**config.mk**
```make
export PLATFORM = sky130hd
export DESIGN_NAME = shared_exclusive_lock_manager_top
export DESIGN_NICKNAME = d
export VERILOG_FILES = /design/src/sv/selm_pkg.sv /design/src/sv/shared_exclusive_lock_manager_top.sv /design/src/sv/selm_slot_table.sv /design/src/sv/selm_ctrl.sv
export SDC_FILE = /design/constraint.sdc
export NUM_CORES = 1
export LEC_CHECK = 0
export ABC_AREA = 0
export BUFFER_PORTS_ARGS = -buffer_cell sky130_fd_sc_hd__buf_2
export CORE_AREA = 2 2 281 283
export DETAILED_ROUTE_END_ITERATION = 16
export DIE_AREA = 0 0 283 285
export MAX_ROUTING_LAYER = met4
export PLACE_DENSITY = 0.76
export SKIP_CTS_REPAIR_TIMING = 1
export SLEW_MARGIN = 20
export SYNTH_ARGS = -nofsm -noshare
export SYNTH_HDL_FRONTEND = slang
export SYNTH_SLANG_ARGS = --single-unit
```
**constraint.sdc**
```tcl
create_clock -name clk -period 6.3 [get_ports clk]
set_input_delay 0.945 -clock clk [delete_from_list [all_inputs] [get_ports clk]]
set_output_delay 0.945 -clock clk [all_outputs]
set_load 0.02 [all_outputs]
```
**src/sv/selm_pkg.sv**
```systemverilog
// ----------------------------------------------------------------------------
// selm_pkg: shared definitions for the shared/exclusive lock manager
// Field widths, command, state and outcome codes, the strobe struct passed
// from the sequencer to the slot table, and the result struct.
// ----------------------------------------------------------------------------
package selm_pkg;

	localparam int MAX_SLOTS_DEF = 32;
	localparam int CMD_W         = 3;
	localparam int ID_W          = 32;
	localparam int MU_W          = 6;
	localparam int HOLD_W        = 6;
	localparam int SIDX_W        = 5;
	localparam int S_TDATA_W     = 40;
	localparam int M_TDATA_W     = 16;

	localparam logic [MU_W-1:0]   MAX_USERS_RST = 6'd32;
	localparam logic [HOLD_W-1:0] HOLD_MAX      = 6'd63;

	typedef enum logic [CMD_W-1:0] {
		CMD_STATUS  = 3'd0,
		CMD_EXCL    = 3'd1,
		CMD_SHARED  = 3'd2,
		CMD_RELEASE = 3'd3,
		CMD_LOCK    = 3'd4,
		CMD_UNLOCK  = 3'd5
	} cmd_t;

	typedef enum logic [1:0] {
		ST_FREE   = 2'd0,
		ST_EXCL   = 2'd1,
		ST_SHARED = 2'd2,
		ST_LOCKED = 2'd3
	} lock_state_t;

	typedef enum logic [1:0] {
		OC_OK     = 2'd0,
		OC_BUSY   = 2'd1,
		OC_NOSLOT = 2'd2
	} outcome_t;

	typedef enum logic [1:0] {
		FSM_IDLE = 2'd0,
		FSM_SCAN = 2'd1,
		FSM_DONE = 2'd2
	} fsm_state_t;

	// slot table strobes from the sequencer
	typedef struct packed {
		logic rd;
		logic wr;
		logic clr;
	} tbl_ctl_t;

	typedef struct packed {
		logic               slot_valid;
		logic [SIDX_W-1:0]  slot_index;
		logic [HOLD_W-1:0]  holder_count;
		lock_state_t        lock_state;
		outcome_t           outcome;
	} res_t;

endpackage

```
**src/sv/shared_exclusive_lock_manager_top.sv**
```systemverilog
// Timing: status, exclusive, lock, unlock and refused requests are decided on acceptance
//   and go via the result register to the output register; if max_users > 1, shared
//   and release scan the table one slot per cycle, at most n = min(max_users, MAX_SLOTS).
// Throughput: one transaction in flight; the single slot-table read port and
//   comparator set the scan length. Input is taken again once the result is queued.
// Reset (arst_n low): lock free, no holders, owner 0, slot table empty, max_users 32.
// ----------------------------------------------------------------------------
// shared_exclusive_lock_manager_top: reader/writer lock with a slot table
// Stream request in, stream result out, one configuration register.
// ----------------------------------------------------------------------------
module shared_exclusive_lock_manager_top #(
	parameter int MAX_SLOTS = selm_pkg::MAX_SLOTS_DEF
) (
	input  logic                             clk,
	input  logic                             arst_n,
	input  logic                             cfg_we,
	input  logic [selm_pkg::MU_W-1:0]        cfg_wdata,     // max_users
	input  logic                             s_tvalid,
	output logic                             s_tready,
	input  logic [selm_pkg::S_TDATA_W-1:0]   s_tdata,       // command[2:0], requester_id[34:3]
	output logic                             m_tvalid,
	input  logic                             m_tready,
	output logic [selm_pkg::M_TDATA_W-1:0]   m_tdata        // outcome[1:0], lock_state[3:2],
	                                                        // holder_count[9:4],
	                                                        // slot_index[14:10], slot_valid[15]
);
	import selm_pkg::*;

	localparam int AW = (MAX_SLOTS > 1) ? $clog2(MAX_SLOTS) : 1;

	logic [MU_W-1:0] max_users_q;
	tbl_ctl_t        tbl_ctl;
	logic [AW-1:0]   tbl_rd_addr;
	logic [AW-1:0]   tbl_wr_addr;
	logic [ID_W-1:0] tbl_wr_data;
	logic [ID_W-1:0] tbl_key;
	logic            tbl_hit;
	res_t            m_res;

	always_ff @(posedge clk or negedge arst_n) begin
		if (!arst_n) begin
			max_users_q <= MAX_USERS_RST;
		end else if (cfg_we) begin
			max_users_q <= cfg_wdata;
		end
	end

	selm_ctrl #(
		.SLOTS(MAX_SLOTS)
	) u_ctrl (
		.clk         (clk),
		.arst_n      (arst_n),
		.max_users   (max_users_q),
		.s_valid     (s_tvalid),
		.s_ready     (s_tready),
		.s_cmd       (cmd_t'(s_tdata[CMD_W-1:0])),
		.s_id        (s_tdata[CMD_W +: ID_W]),
		.m_valid     (m_tvalid),
		.m_ready     (m_tready),
		.m_res       (m_res),
		.tbl_ctl     (tbl_ctl),
		.tbl_rd_addr (tbl_rd_addr),
		.tbl_wr_addr (tbl_wr_addr),
		.tbl_wr_data (tbl_wr_data),
		.tbl_key     (tbl_key),
		.tbl_hit     (tbl_hit)
	);

	selm_slot_table #(
		.SLOTS(MAX_SLOTS)
	) u_table (
		.clk     (clk),
		.arst_n  (arst_n),
		.ctl     (tbl_ctl),
		.rd_addr (tbl_rd_addr),
		.wr_addr (tbl_wr_addr),
		.wr_data (tbl_wr_data),
		.key     (tbl_key),
		.hit     (tbl_hit)
	);

	assign m_tdata = m_res;

endmodule

```
**src/sv/selm_slot_table.sv**
```systemverilog
// ----------------------------------------------------------------------------
// selm_slot_table: shared-user slot table with one compare unit
// Single-port-read memory of slot owners with per-entry valid bits; the
// registered read word is compared against the search key.
// ----------------------------------------------------------------------------
module selm_slot_table #(
	parameter int SLOTS = selm_pkg::MAX_SLOTS_DEF,
	localparam int AW = (SLOTS > 1) ? $clog2(SLOTS) : 1
) (
	input  logic                        clk,
	input  logic                        arst_n,
	input  selm_pkg::tbl_ctl_t          ctl,
	input  logic [AW-1:0]               rd_addr,
	input  logic [AW-1:0]               wr_addr,
	input  logic [selm_pkg::ID_W-1:0]   wr_data,
	input  logic [selm_pkg::ID_W-1:0]   key,
	output logic                        hit
);
	import selm_pkg::*;

	logic [ID_W-1:0]  mem_q [SLOTS];
	logic [SLOTS-1:0] vld_q;
	logic [ID_W-1:0]  rd_data_q;
	logic             rd_vld_q;
	logic [ID_W-1:0]  entry;

	always_ff @(posedge clk) begin
		if (ctl.wr) begin
			mem_q[wr_addr] <= wr_data;
		end
		if (ctl.rd) begin
			rd_data_q <= mem_q[rd_addr];
		end
	end

	// entries never written since the last clear read as empty
	always_ff @(posedge clk or negedge arst_n) begin
		if (!arst_n) begin
			vld_q    <= '0;
			rd_vld_q <= 1'b0;
		end else begin
			if (ctl.clr) begin
				vld_q <= '0;
			end else if (ctl.wr) begin
				vld_q[wr_addr] <= 1'b1;
			end
			if (ctl.rd) begin
				rd_vld_q <= vld_q[rd_addr];
			end
		end
	end

	assign entry = rd_vld_q ? rd_data_q : '0;
	assign hit   = (entry == key);

endmodule

```
**src/sv/selm_ctrl.sv**
```systemverilog
// ----------------------------------------------------------------------------
// selm_ctrl: request sequencer and lock state
// Decides direct commands in the accept cycle, drives the slot scan for
// shared and release requests, and holds the result register.
// ----------------------------------------------------------------------------
module selm_ctrl #(
	parameter int SLOTS = selm_pkg::MAX_SLOTS_DEF,
	localparam int AW = (SLOTS > 1) ? $clog2(SLOTS) : 1,
	localparam int CW = $clog2(SLOTS + 1)
) (
	input  logic                        clk,
	input  logic                        arst_n,
	input  logic [selm_pkg::MU_W-1:0]   max_users,
	input  logic                        s_valid,
	output logic                        s_ready,
	input  selm_pkg::cmd_t              s_cmd,
	input  logic [selm_pkg::ID_W-1:0]   s_id,
	output logic                        m_valid,
	input  logic                        m_ready,
	output selm_pkg::res_t              m_res,
	output selm_pkg::tbl_ctl_t          tbl_ctl,
	output logic [AW-1:0]               tbl_rd_addr,
	output logic [AW-1:0]               tbl_wr_addr,
	output logic [selm_pkg::ID_W-1:0]   tbl_wr_data,
	output logic [selm_pkg::ID_W-1:0]   tbl_key,
	input  logic                        tbl_hit
);
	import selm_pkg::*;

	fsm_state_t        state_q, state_d;
	lock_state_t       lock_q, lock_d;
	logic [HOLD_W-1:0] holders_q, holders_d;
	logic [ID_W-1:0]   owner_q, owner_d;
	cmd_t              cmd_q;
	logic [ID_W-1:0]   id_q;
	logic [CW-1:0]     n_q, n_calc;
	logic [CW-1:0]     rd_idx_q;
	logic [CW-1:0]     cmp_idx_s1;
	logic              cmp_vld_s1;
	res_t              res_q, res_d;
	res_t              m_res_q;
	logic              m_valid_q;

	logic accept, single, scan_start, scan_rd;
	logic hit_now, last_now, scan_end, res_load, out_free;

	assign accept   = s_valid && s_ready;
	assign single   = (max_users <= MU_W'(1));
	assign scan_rd  = (state_q == FSM_SCAN) && (rd_idx_q < n_q);
	assign hit_now  = (state_q == FSM_SCAN) && cmp_vld_s1 && tbl_hit;
	assign last_now = (state_q == FSM_SCAN) && cmp_vld_s1 && (cmp_idx_s1 == n_q - CW'(1));
	assign scan_end = hit_now || last_now;
	assign out_free = !m_valid_q || m_ready;

	always_comb begin
		scan_start = 1'b0;
		if (accept && !single) begin
			if (s_cmd == CMD_RELEASE) begin
				scan_start = 1'b1;
			end else if (s_cmd == CMD_SHARED &&
					(lock_q == ST_FREE || lock_q == ST_SHARED)) begin
				scan_start = 1'b1;
			end
		end
	end

	always_comb begin
		if (int'(max_users) < SLOTS) begin
			n_calc = CW'(max_users);
		end else begin
			n_calc = CW'(SLOTS);
		end
	end

	// next state
	always_comb begin
		state_d = state_q;
		case (state_q)
			FSM_IDLE: begin
				if (accept) begin
					state_d = scan_start ? FSM_SCAN : FSM_DONE;
				end
			end
			FSM_SCAN: begin
				if (scan_end) begin
					state_d = FSM_DONE;
				end
			end
			FSM_DONE: begin
				if (out_free) begin
					state_d = FSM_IDLE;
				end
			end
			default: state_d = FSM_IDLE;
		endcase
	end

	// outputs
	always_comb begin
		s_ready     = (state_q == FSM_IDLE);
		tbl_ctl.rd  = scan_rd;
		tbl_ctl.wr  = hit_now;
		tbl_ctl.clr = 1'b0;
		if (accept && !single) begin
			case (s_cmd)
				CMD_EXCL: tbl_ctl.clr = (lock_q == ST_FREE) ||
					(lock_q == ST_LOCKED && owner_q == s_id);
				CMD_LOCK:   tbl_ctl.clr = (lock_q == ST_FREE);
				CMD_UNLOCK: tbl_ctl.clr = (lock_q == ST_LOCKED);
				default:    tbl_ctl.clr = 1'b0;
			endcase
		end
		tbl_rd_addr = rd_idx_q[AW-1:0];
		tbl_wr_addr = cmp_idx_s1[AW-1:0];
		tbl_wr_data = (cmd_q == CMD_SHARED) ? id_q : '0;
		tbl_key     = (cmd_q == CMD_SHARED) ? '0 : id_q;
	end

	// lock state update and result
	always_comb begin
		lock_d    = lock_q;
		holders_d = holders_q;
		owner_d   = owner_q;
		res_load  = 1'b0;
		res_d.outcome = OC_OK;
		res_d.slot_index = '0;
		res_d.slot_valid = 1'b0;
		if (accept) begin
			res_load = !scan_start;
			if (single) begin
				lock_d = ST_LOCKED;
			end else begin
				case (s_cmd)
					CMD_EXCL: begin
						if (tbl_ctl.clr) begin
							lock_d    = (lock_q == ST_LOCKED) ? ST_LOCKED : ST_EXCL;
							holders_d = HOLD_W'(1);
							owner_d   = s_id;
						end else begin
							res_d.outcome = OC_BUSY;
						end
					end
					CMD_SHARED: begin
						if (!scan_start) begin
							res_d.outcome = OC_BUSY;
						end
					end
					CMD_LOCK: begin
						if (lock_q == ST_FREE) begin
							lock_d    = ST_LOCKED;
							holders_d = HOLD_W'(1);
							owner_d   = s_id;
						end else begin
							res_d.outcome = OC_BUSY;
						end
					end
					CMD_UNLOCK: begin
						if (lock_q == ST_LOCKED) begin
							lock_d    = ST_FREE;
							holders_d = '0;
							owner_d   = '0;
						end
					end
					default: ;
				endcase
			end
		end else if (scan_end) begin
			res_load = 1'b1;
			if (cmd_q == CMD_SHARED) begin
				if (hit_now) begin
					lock_d = ST_SHARED;
					if (holders_q < HOLD_MAX) begin
						holders_d = holders_q + HOLD_W'(1);
					end
					res_d.slot_index = SIDX_W'(cmp_idx_s1);
					res_d.slot_valid = 1'b1;
				end else begin
					res_d.outcome = OC_NOSLOT;
				end
			end else begin
				if (holders_q > HOLD_W'(1)) begin
					holders_d = holders_q - HOLD_W'(1);
				end else if (lock_q != ST_LOCKED) begin
					lock_d    = ST_FREE;
					holders_d = '0;
					owner_d   = '0;
				end
			end
		end
		res_d.lock_state   = lock_d;
		res_d.holder_count = holders_d;
	end

	always_ff @(posedge clk or negedge arst_n) begin
		if (!arst_n) begin
			state_q    <= FSM_IDLE;
			lock_q     <= ST_FREE;
			holders_q  <= '0;
			owner_q    <= '0;
			cmp_vld_s1 <= 1'b0;
			m_valid_q  <= 1'b0;
		end else begin
			state_q   <= state_d;
			lock_q    <= lock_d;
			holders_q <= holders_d;
			owner_q   <= owner_d;
			if (scan_start) begin
				cmp_vld_s1 <= 1'b0;
			end else begin
				cmp_vld_s1 <= scan_rd;
			end
			if (state_q == FSM_DONE && out_free) begin
				m_valid_q <= 1'b1;
			end else if (m_ready) begin
				m_valid_q <= 1'b0;
			end
		end
	end

	always_ff @(posedge clk) begin
		if (accept) begin
			cmd_q <= s_cmd;
			id_q  <= s_id;
			n_q   <= n_calc;
		end
		if (scan_start) begin
			rd_idx_q <= '0;
		end else if (scan_rd) begin
			rd_idx_q <= rd_idx_q + CW'(1);
		end
		cmp_idx_s1 <= rd_idx_q;
		if (res_load) begin
			res_q <= res_d;
		end
		if (state_q == FSM_DONE && out_free) begin
			m_res_q <= res_q;
		end
	end

	assign m_valid = m_valid_q;
	assign m_res   = m_res_q;

`ifndef ASSERT_OFF
	a_free_no_holders: assert property (@(posedge clk) disable iff (!arst_n)
		(lock_q == ST_FREE) |-> (holders_q == '0))
		else $error("free lock with nonzero holder count");

	a_excl_one_holder: assert property (@(posedge clk) disable iff (!arst_n)
		(lock_q == ST_EXCL) |-> (holders_q == HOLD_W'(1)))
		else $error("exclusive lock without exactly one holder");

	a_scan_bound: assert property (@(posedge clk) disable iff (!arst_n)
		(state_q == FSM_SCAN) |-> (rd_idx_q <= n_q))
		else $error("slot scan ran past the slots in use");

	a_grant_shared: assert property (@(posedge clk) disable iff (!arst_n)
		(m_valid && m_res.slot_valid) |->
			(m_res.lock_state == ST_SHARED && m_res.outcome == OC_OK))
		else $error("slot granted outside shared state");

	a_tbl_idle: assert property (@(posedge clk) disable iff (!arst_n)
		(state_q != FSM_SCAN) |-> (!tbl_ctl.rd && !tbl_ctl.wr))
		else $error("slot table access outside a scan");
`endif

endmodule
```
==> impl_results.rst, run 1 <==
.. list-table::
   :header-rows: 1

   * - Metric
     - Value
   * - Initial antenna violation count
     - 2
   * - Worst EP arrival
     - around 5.6 ns
   * - Beginning of the worst register-to-register path
     - u_table.rd_vld_q
   * - Type of the setup path with the least slack
     - reg2reg
   * - Number of failing hold endpoints at the final stage
     - 0
   * - Synth Area in Compound Gates
     - under 10%
   * - Number of nets in the final layout
     - 2415
   * - Most used standard cells in the synthesized netlist
     - sky130_fd_sc_hd__edfxtp_1, sky130_fd_sc_hd__mux4_2, sky130_fd_sc_hd__dfrtp_1, sky130_fd_sc_hd__clkbuf_1, sky130_fd_sc_hd__nor2_1
   * - Std-Cell Rows
     - between 100 and 150
   * - Final period demand of the worst path
     - roughly 5.2 ns
   * - Global-route wire length before repair
     - approximately 170000 um
   * - Mux share of post-synthesis cell area
     - roughly 16%
   * - Worst rel slew slack
     - about a quarter
   * - Total congestion overflow after global routing
     - 0
   * - Clock buffer count from CTS
     - ~120
   * - Cell area after technology mapping
     - between 0.04 and 0.05 mm2
   * - Seq/Total Area, Yosys
     - approximately 76%
   * - Avg Vias per Cell
     - between 6 and 7
   * - Number of remaining DRC errors
     - 0
   * - Xor/xnor share of the synthesized area
     - less than 1%
   * - Number of standard cells in the layout, taps in and fillers out
     - 3510
   * - Input/output buffers
     - between 60 and 70
   * - Post-synthesis area per instance
     - roughly 22 um2
   * - Final ANT Viol Nets
     - 0
   * - Fraction of final layout cells with drive strength greater than 1
     - 30.40%
   * - Last weighted congestion value of the routability-driven placer
     - around 0.9
   * - Instance count of the mapped netlist
     - between 2000 and 2500
   * - Worst Setup End Kind
     - flop
   * - Cell count after placement
     - roughly 3300
   * - Max rail drop VDD
     - about 0.34 mV
   * - Total number of clock tree sinks
     - between 1000 and 1500
   * - Endpoint of the worst-slack reg-to-reg timing path
     - u_table.mem_q[7][20]
   * - CTS max path bufs
     - 3
   * - Register-to-Register Path Depth
     - 8
   * - Clk root buf
     - sky130_fd_sc_hd__clkbuf_16
   * - Wire length on met2
     - around 58000 um
   * - Count of unique library cells instantiated by Yosys
     - 76
   * - Top flip-flop cell by instance count after synthesis
     - sky130_fd_sc_hd__edfxtp_1
   * - Clock slew at the register clock pins of the worst setup and hold paths
     - around 0.06 ns
   * - Met3 WL post-DR
     - around 10000 um
   * - Setup slack of the worst register-to-register path
     - approximately 1.1 ns
   * - Synth Register Bits
     - 1224
   * - Wire length reported by the detailed router
     - between 100000 and 150000 um
   * - Setup violation total in the final timing report
     - 0
   * - Adder and majority gate portion of the synthesized area
     - less than 1%
   * - Initial core utilization
     - between 60 and 70%
   * - Detail-routed net length per standard cell
     - ~33 um
   * - DR top layer
     - met4
   * - Floorplan die height
     - approximately 290 um
   * - Drt first pass iters
     - 6
   * - Synth top area cells
     - sky130_fd_sc_hd__edfxtp_1, sky130_fd_sc_hd__mux4_2, sky130_fd_sc_hd__dfrtp_1, sky130_fd_sc_hd__mux2_2, sky130_fd_sc_hd__a22o_1
   * - Status
     - finished clean
   * - Ys Warns
     - 0
   * - Pin count of the biggest net entering global routing
     - 139
   * - Dominant combinational cell family by area after synthesis
     - multiplexers
   * - Leakage power total
     - around 18 nW
   * - Maximum achievable frequency
     - between 150 and 200 MHz
   * - Fraction of post-synthesis cell area in the top cell type by area
     - a little over two thirds
   * - Hold Path Class
     - in2async
   * - CTS tree
     - yes
   * - Overall via count from detail_route
     - 23775
   * - Pwr dens
     - 413.4 mW/mm2
   * - Kind of launch point of the worst setup path
     - flop
   * - Clock latency on the worst-skew pair
     - ~0.7 ns
   * - Final worst-path cycle share
     - between 80 and 90%
   * - Clock Skews
     - 0.03269 ns
   * - Die Outline Area
     - ~0.081 mm2
   * - Global-route usage over all layers
     - ~30%
   * - Violation count after the first detailed-route iteration
     - roughly 3200
   * - Met1 routed wirelength after detailed routing
     - 42650 um
   * - Cell taking the most area after synthesis
     - sky130_fd_sc_hd__edfxtp_1
   * - Syn Nets
     - 2276
   * - Count of flip-flops with a built-in enable after synthesis
     - ~1100
   * - # Max-Cap Violations
     - 0
   * - Top-level port count
     - slightly below 70
   * - Worst-Margin Slew
     - roughly 1.1 ns
   * - Synth-to-Final Area Change
     - 12.63%
   * - Library cell with the highest instance count after synthesis
     - sky130_fd_sc_hd__edfxtp_1
   * - Die width
     - around 280 um
   * - Area of the placeable core
     - a little under 0.08 mm2
   * - Dpl hpwl
     - 63820 um
   * - Largest fanout of any net on the critical path
     - 29
   * - Synth async-reset ratio
     - under 10%
   * - Via count of the first global-routing pass
     - about 24000
   * - Maximum level of the CTS H-tree
     - 3
   * - Aggregate negative setup slack
     - 0 ns
   * - Required time of the critical path
     - roughly 6.7 ns
   * - Post-synthesis simple-gate area fraction
     - about 3.0%
   * - Setup repair after global routing missed its margin
     - false
   * - Fin. max-slew vios
     - 0
stage by stage:
stage          total power [mW]  area [um2]  util [%]  hold slack (ns)  setup slack [ns]
4_1_cts                   22.41       53880     69.10           0.1878             1.190
3_5_place_dp              15.40       50020     64.15           0.3842             1.307
2_1_floorplan             13.70       47900         -           0.3540             2.187
3_3_place_gp              15.31       50010     64.15           0.3800             1.431
6_report                  22.30       53950     69.19           0.2085             1.115
5_1_grt                   23.03       53940     69.19           0.2189            0.8640
cells in the final DEF, fill, tap and decap left out, types with 10 or more instances in the layout:
master,count
sky130_fd_sc_hd__nand3_1,12
sky130_fd_sc_hd__inv_1,23
sky130_fd_sc_hd__dfrtp_1,82
sky130_fd_sc_hd__mux2_2,38
sky130_fd_sc_hd__mux4_2,330
sky130_fd_sc_hd__nand2b_1,21
sky130_fd_sc_hd__and2_2,20
sky130_fd_sc_hd__clkinv_2,22
sky130_fd_sc_hd__clkbuf_16,118
sky130_fd_sc_hd__o21ai_0,12
sky130_fd_sc_hd__a21oi_1,16
sky130_fd_sc_hd__xnor2_1,26
sky130_fd_sc_hd__edfxtp_1,1129
sky130_fd_sc_hd__nor2_1,32
sky130_fd_sc_hd__nand4_1,12
sky130_fd_sc_hd__xor2_1,21
sky130_fd_sc_hd__buf_12,10
sky130_fd_sc_hd__nor4_1,18
sky130_fd_sc_hd__and2_1,14
sky130_fd_sc_hd__nand2_1,31
sky130_fd_sc_hd__nor2_4,33
sky130_fd_sc_hd__buf_4,59
sky130_fd_sc_hd__buf_2,62
sky130_fd_sc_hd__nor2b_1,23
sky130_fd_sc_hd__clkbuf_1,34
sky130_fd_sc_hd__ha_1,10
sky130_fd_sc_hd__o21a_1,33
sky130_fd_sc_hd__clkinv_1,20
sky130_fd_sc_hd__nor3_1,12
sky130_fd_sc_hd__a22o_1,33
sky130_fd_sc_hd__bufinv_16,11
worst max-delay path by stage:
stage                                  endpoint              from  slack (ns)  depth (start not counted)
after global routing      u_table.mem_q[11][22]  u_table.rd_vld_q        0.86                          8
final                      u_table.mem_q[7][20]  u_table.rd_vld_q        1.12                          8
after floorplan                 u_ctrl.res_q[0]          s_tvalid        2.19                          5
after CTS                 u_table.mem_q[11][24]  u_table.rd_vld_q        1.19                          8
after global placement     u_table.mem_q[11][2]  u_table.rd_vld_q        1.43                          8
after detailed placement  u_table.mem_q[11][26]  u_table.rd_vld_q        1.31                          8
state kept, by name, summed over array words and instances, names as in the netlist:
| signal | flops |
|---|---|
| max_users_q | 6 |
| u_ctrl.cmd_q | 3 |
| u_ctrl.cmp_idx_s1 | 6 |
| u_ctrl.cmp_vld_s1 | 1 |
| u_ctrl.holders_q | 6 |
| u_ctrl.id_q | 32 |
| u_ctrl.lock_q | 2 |
| u_ctrl.m_res | 16 |
| u_ctrl.m_valid | 1 |
| u_ctrl.n_q | 6 |
| u_ctrl.owner_q | 32 |
| u_ctrl.rd_idx_q | 6 |
| u_ctrl.res_q | 16 |
| u_ctrl.state_q | 2 |
| u_table.mem_q | 1024 |
| u_table.rd_data_q | 32 |
| u_table.rd_vld_q | 1 |
| u_table.vld_q | 32 |
metal layers:
layer  track usage [%]  up-vias
li1                  -     9542
met1             40.12    12545
met2             47.62     1425
met3             5.248      263
met4             11.05        0
met5                 -        -
where the power goes:
group | internal [mW] | total (mW) | switching (mW)
Clock | 3.98 | 7.01 | 3.02
Sequential | 9.42 | 9.99 | 0.571
Combinational | 2.56 | 5.30 | 2.73
Total | 16.0 | 22.3 | 6.33
cells by family (layout without fill, tap and decap cells):
family / count (synthesis) / count (layout)
flip-flops: 1224 / 1224
multiplexers: 372 / 372
AND/OR/NAND/NOR: 263 / 263
AO/OA/AOI/OAI: 161 / 161
buffers and inverters: 138 / 380
XOR/XNOR: 47 / 47
adder cells (fa/ha/maj): 10 / 10
other: 0 / 3
final cells by class:
cell class                      instances  area [um2]
Multi-Input combinational cell        853       11460
Fill cell                            4592       24020
Antenna cell                            3       7.507
Tap cell                             1050        1314
Inverter                               24       90.09
Sequential cell                      1224       36240
Timing Repair Buffer                  133       979.7
Clock inverter                         67       725.7
Clock buffer                          156        3136
worst max-delay path, cell delays in order, from the launching register on:
cell	delay [ns]
sky130_fd_sc_hd__dfrtp_1	0.94
sky130_fd_sc_hd__a21boi_0	0.23
sky130_fd_sc_hd__a221oi_1	0.27
sky130_fd_sc_hd__nand3_1	0.24
sky130_fd_sc_hd__o21a_1	0.26
sky130_fd_sc_hd__nor4_4	0.93
sky130_fd_sc_hd__nand4b_1	0.64
sky130_fd_sc_hd__nor2_4	0.95
sky130_fd_sc_hd__buf_4	0.38
No activity file was read; power rests on OpenSTA's default activity.
==> run 2: changes to the inputs <==
Settings changed: ABC_AREA 0 to 1, CORE_AREA 2 2 281 283 to 2 2 299 301, DIE_AREA 0 0 283 285 to 0 0 301 303, PLACE_DENSITY 0.76 to 0.74.
Clock period 6.3 ns to 4.4 ns, I/O delays scaled along.
==> run 2 against run 1 <==
Non-clock buffer count up 59. Core utilization down 6.1 points. Clock skew up 0.0067 ns. Register-to-register slack worse by 0.53 ns. Synthesized area up 3.9%. Clock-buffer cell count down 3. Flip-flop and latch count unchanged. Worst setup slack worse by 0.53 ns. Critical endpoint is now u_table.mem_q[5][16]. Largest power group unchanged.
==> impl_results.rst, run 2 <==
.. list-table::
   :header-rows: 1

   * - Metric
     - Value
   * - PnR worst setup slack
     - 0.5893 ns (was 1.115 ns)
   * - Seq/Total Area, Yosys
     - 72.81% (was 75.62%)
   * - Leakage power total
     - 17.25 nW (was 17.60 nW)
   * - Clk root buf
     - sky130_fd_sc_hd__clkbuf_16 (unchanged)
   * - Cell area after technology mapping
     - 0.04974 mm2 (was 0.04790 mm2)
   * - Library cell with the highest instance count after synthesis
     - sky130_fd_sc_hd__edfxtp_1 (unchanged)
   * - Status
     - finished clean (unchanged)
   * - Max rail drop VDD
     - 0.3251 mV (was 0.3371 mV)
   * - Synth Register Bits
     - 1224 (unchanged)
   * - Total congestion overflow after global routing
     - 0 (unchanged)
   * - Number of nets in the final layout
     - 4167 (was 2415)
   * - Via count of the first global-routing pass
     - 31391 (was 24393)
   * - Most frequent standard cell in the layout excluding fill and tap cells
     - sky130_fd_sc_hd__edfxtp_1 (unchanged)
   * - Total number of clock tree sinks
     - 1224 (unchanged)
   * - Pin count of the biggest net entering global routing
     - 215 (was 139)
   * - Maximum level of the CTS H-tree
     - 3 (unchanged)
   * - Die Outline Area
     - 0.09120 mm2 (was 0.08066 mm2)
   * - Dpl hpwl
     - 72910 um (was 63820 um)
   * - CTS tree
     - yes (unchanged)
   * - Count of flip-flops with a built-in enable after synthesis
     - 1129 (unchanged)
   * - Type of the setup path with the least slack
     - reg2reg (unchanged)
   * - Top flip-flop cell by instance count after synthesis
     - sky130_fd_sc_hd__edfxtp_1 (unchanged)
   * - Final ANT Viol Nets
     - 0 (unchanged)
   * - Most frequent cells in the layout
     - sky130_fd_sc_hd__edfxtp_1, sky130_fd_sc_hd__nor2_1, sky130_fd_sc_hd__o21ai_0 (was sky130_fd_sc_hd__edfxtp_1, sky130_fd_sc_hd__mux4_2, sky130_fd_sc_hd__clkbuf_16)
   * - Switching power of the nets
     - 4.244 mW (was 6.330 mW)
   * - Initial antenna violation count
     - 2 (unchanged)
   * - Synth top area cells
     - sky130_fd_sc_hd__edfxtp_1, sky130_fd_sc_hd__o21ai_0, sky130_fd_sc_hd__nor2_1, sky130_fd_sc_hd__dfrtp_1, sky130_fd_sc_hd__nand2_1 (was sky130_fd_sc_hd__edfxtp_1, sky130_fd_sc_hd__mux4_2, sky130_fd_sc_hd__dfrtp_1, sky130_fd_sc_hd__mux2_2, sky130_fd_sc_hd__a22o_1)
   * - Worst rel slew slack
     - 22.27% (was 23.38%)
   * - Input/output buffers
     - 63 (unchanged)
   * - Initial core utilization
     - 56.55% (was 61.43%)
   * - Std-Cell Rows
     - 109 (was 103)
   * - Register-to-Register Path Depth
     - 14 (was 8)
   * - Last weighted congestion value of the routability-driven placer
     - 0.9300 (was 0.9095)
   * - Overall via count from detail_route
     - 33297 (was 23775)
   * - Hold Slack
     - 0.01916 ns (was 0.2085 ns)
   * - Portion of total power attributed to sequential cells
     - 57.3% (was 44.8%)
   * - Logic gate share of total power
     - 0.5% (was 23.8%)
   * - Setup Slack @ Placement
     - 0.6839 ns (was 1.307 ns)
   * - Cells along the critical path
     - inv_2 > nand3_4 > buf_4 > nand3_1 > nand2_1 > nor2_1 > nand2_1 > nor2_1 > nand3_1 > nor2_2 > buf_4 > nand2_1 > nor2_4 > buf_4 (was a21boi_0 > a221oi_1 > nand3_1 > o21a_1 > nor4_4 > nand4b_1 > nor2_4 > buf_4)
   * - Instance count of the mapped netlist
     - 4054 (was 2215)
   * - Wire length reported by the detailed router
     - 131400 um (was 115100 um)
   * - Endpoint of the worst-slack reg-to-reg timing path
     - u_table.mem_q[5][16] (was u_table.mem_q[7][20])
   * - Worst Setup End Kind
     - flop (unchanged)
   * - Cell taking the most area after synthesis
     - sky130_fd_sc_hd__edfxtp_1 (unchanged)
   * - Global-route usage over all layers
     - 29.56% (was 30.10%)
   * - Required time of the critical path
     - 4.77 ns (was 6.67 ns)
   * - Cell area after placement
     - 0.05202 mm2 (was 0.05002 mm2)
   * - Fin. max-slew vios
     - 0 (unchanged)
   * - Maximum achievable frequency
     - 262.4 MHz (was 192.9 MHz)
   * - Final period demand of the worst path
     - 3.811 ns (was 5.185 ns)
   * - Drt first pass iters
     - 6 (unchanged)
   * - Hold Path Class
     - in2async (unchanged)
   * - Global-route wire length before repair
     - 194200 um (was 168400 um)
   * - Kind of launch point of the worst setup path
     - flop (unchanged)
   * - Setup violation total in the final timing report
     - 0 (unchanged)
   * - Floorplan die height
     - 303 um (was 285 um)
   * - Int Power
     - 17.64 mW (was 15.97 mW)
   * - Most used standard cells in the synthesized netlist
     - sky130_fd_sc_hd__edfxtp_1, sky130_fd_sc_hd__nor2_1, sky130_fd_sc_hd__o21ai_0, sky130_fd_sc_hd__nand2_1, sky130_fd_sc_hd__clkbuf_1 (was sky130_fd_sc_hd__edfxtp_1, sky130_fd_sc_hd__mux4_2, sky130_fd_sc_hd__dfrtp_1, sky130_fd_sc_hd__clkbuf_1, sky130_fd_sc_hd__nor2_1)
   * - Synth-to-Final Area Change
     - 11.57% (was 12.63%)
   * - Fraction of final layout cells with drive strength greater than 1
     - 10.77% (was 30.40%)
   * - Register with the highest flop count
     - u_table.mem_q (unchanged)
   * - Fillers
     - 6334 (was 4592)
   * - Largest stage delay, worst path
     - 0.45 ns (was 0.95 ns)
   * - Crit path buf inv count
     - 4 (was 1)
   * - Highest-delay cell along the critical path
     - sky130_fd_sc_hd__nand3_4 (was sky130_fd_sc_hd__nor2_4)
   * - Clock slew at the register clock pins of the worst setup and hold paths
     - 0.07 ns (was 0.06 ns)
   * - Max FFs per register
     - 1024 (unchanged)
   * - Clock Skews
     - 0.03935 ns (was 0.03269 ns)
   * - Setup repair after global routing missed its margin
     - false (unchanged)
   * - Area of the placeable core
     - 0.08797 mm2 (was 0.07797 mm2)
   * - Cell family with the largest share of critical-path delay
     - simple AND/OR/NAND/NOR gates (unchanged)
   * - Die width
     - 301 um (was 283 um)
   * - Pwr dens
     - 394.3 mW/mm2 (was 413.4 mW/mm2)
   * - Storage cell area
     - 0.03623 mm2 (was 0.03624 mm2)
   * - Top-level port count
     - 69 (unchanged)
   * - Ys Warns
     - 0 (unchanged)
   * - Post-synthesis area per instance
     - 12.27 um2 (was 21.62 um2)
   * - Syn Nets
     - 4115 (was 2276)
   * - Worst EP arrival
     - 4.18 ns (was 5.56 ns)
   * - Number of failing hold endpoints at the final stage
     - 0 (unchanged)
   * - Clock latency on the worst-skew pair
     - 0.70 ns (was 0.71 ns)
   * - Avg Vias per Cell
     - 6.210 (was 6.774)
   * - Worst-Margin Slew
     - 1.156 ns (was 1.149 ns)
   * - Area of combinational cells with multiple inputs
     - 0.01198 mm2 (was 0.01146 mm2)
   * - Aggregate negative setup slack
     - 0 ns (unchanged)
   * - Final instance area
     - 0.05550 mm2 (was 0.05395 mm2)
   * - Synth async-reset ratio
     - 6.781% (unchanged)
   * - CTS max path bufs
     - 3 (unchanged)
   * - Fraction of post-synthesis cell area in the top cell type by area
     - 68.15% (was 70.78%)
   * - Count of unique library cells instantiated by Yosys
     - 45 (was 76)
   * - Setup slack of the worst register-to-register path
     - 0.59 ns (was 1.12 ns)
   * - Detail-routed net length per standard cell
     - 24.50 um (was 32.79 um)
   * - Net switching share of the total power
     - 19.40% (was 28.39%)
   * - Final worst-path cycle share
     - 86.61% (was 82.30%)
   * - Beginning of the worst register-to-register path
     - u_ctrl.cmd_q[2] (was u_table.rd_vld_q)
   * - Largest fanout of any net on the critical path
     - 48 (was 29)
   * - Number of remaining DRC errors
     - 0 (unchanged)
   * - Share of power burned in the clock network
     - 42.3% (was 31.4%)
   * - Violation count after the first detailed-route iteration
     - 5038 (was 3247)
   * - Clock buffer count from CTS
     - 113 (was 118)
   * - # Max-Cap Violations
     - 0 (unchanged)
## run 2: how the worst max path moves through the flow
stage                                 end  cells past startpoint  slack (ns)              from
floorplan            u_table.mem_q[10][0]                     13        0.95   u_ctrl.cmd_q[2]
global placement    u_table.mem_q[12][14]                     13        0.67  u_table.rd_vld_q
detailed placement    u_table.mem_q[5][6]                     13        0.68  u_table.rd_vld_q
CTS                   u_table.mem_q[5][8]                     13        0.66  u_table.rd_vld_q
global route         u_table.mem_q[5][16]                     14        0.37   u_ctrl.cmd_q[2]
finish               u_table.mem_q[5][16]                     14        0.59   u_ctrl.cmd_q[2]
## run 2: area by class of cell
cell class / instances / area share [%]
Sequential cell: 1224 / 65.29
Multi-Input combinational cell: 2379 / 21.59
Clock buffer: 153 / 5.474
Timing Repair Buffer: 192 / 2.881
Tap cell: 1165 / 2.626
Inverter: 196 / 1.355
Clock inverter: 52 / 0.7823
Antenna cell: 1 / 0.004509
## run 2: logic make-up (layout without fill, tap and decap cells)
family	after synthesis	in the layout	share of synthesized area (%)
compound gates	978	978	11.66
fa+ha+maj	10	10	0.2515
mux	1	1	0.02264
buf+inv	451	593	3.630
other cells	0	1	0
flops	1224	1224	72.81
xor+xnor	29	29	0.5106
simple gates	1361	1361	11.11
## run 2: metal layers
layer | GRT usage (%) | routed length [um]
met4 | 13.36 | 5958
met3 | 4.948 | 14530
met2 | 45.25 | 61430
met1 | 39.24 | 49440
met5 | - | 0
## run 2: metrics by stage
stage	utilization (%)	power [mW]	std cells
after floorplan	-	12.82	4054
after global placement	59.12	12.88	5156
after detailed placement	59.13	12.88	5156
after CTS	63.08	21.95	5361
after global routing	63.09	22.41	5362
final	63.09	21.88	5362
## run 2: power groups by stage
stage	registers [mW]	clock network, mW	logic [mW]
after detailed placement	12.8	0	0.0991
final	12.5	9.25	0.0991
after floorplan	12.8	0	0.0389
after CTS	12.5	9.32	0.100
after global routing	12.5	9.77	0.111
after global placement	12.8	0	0.0975
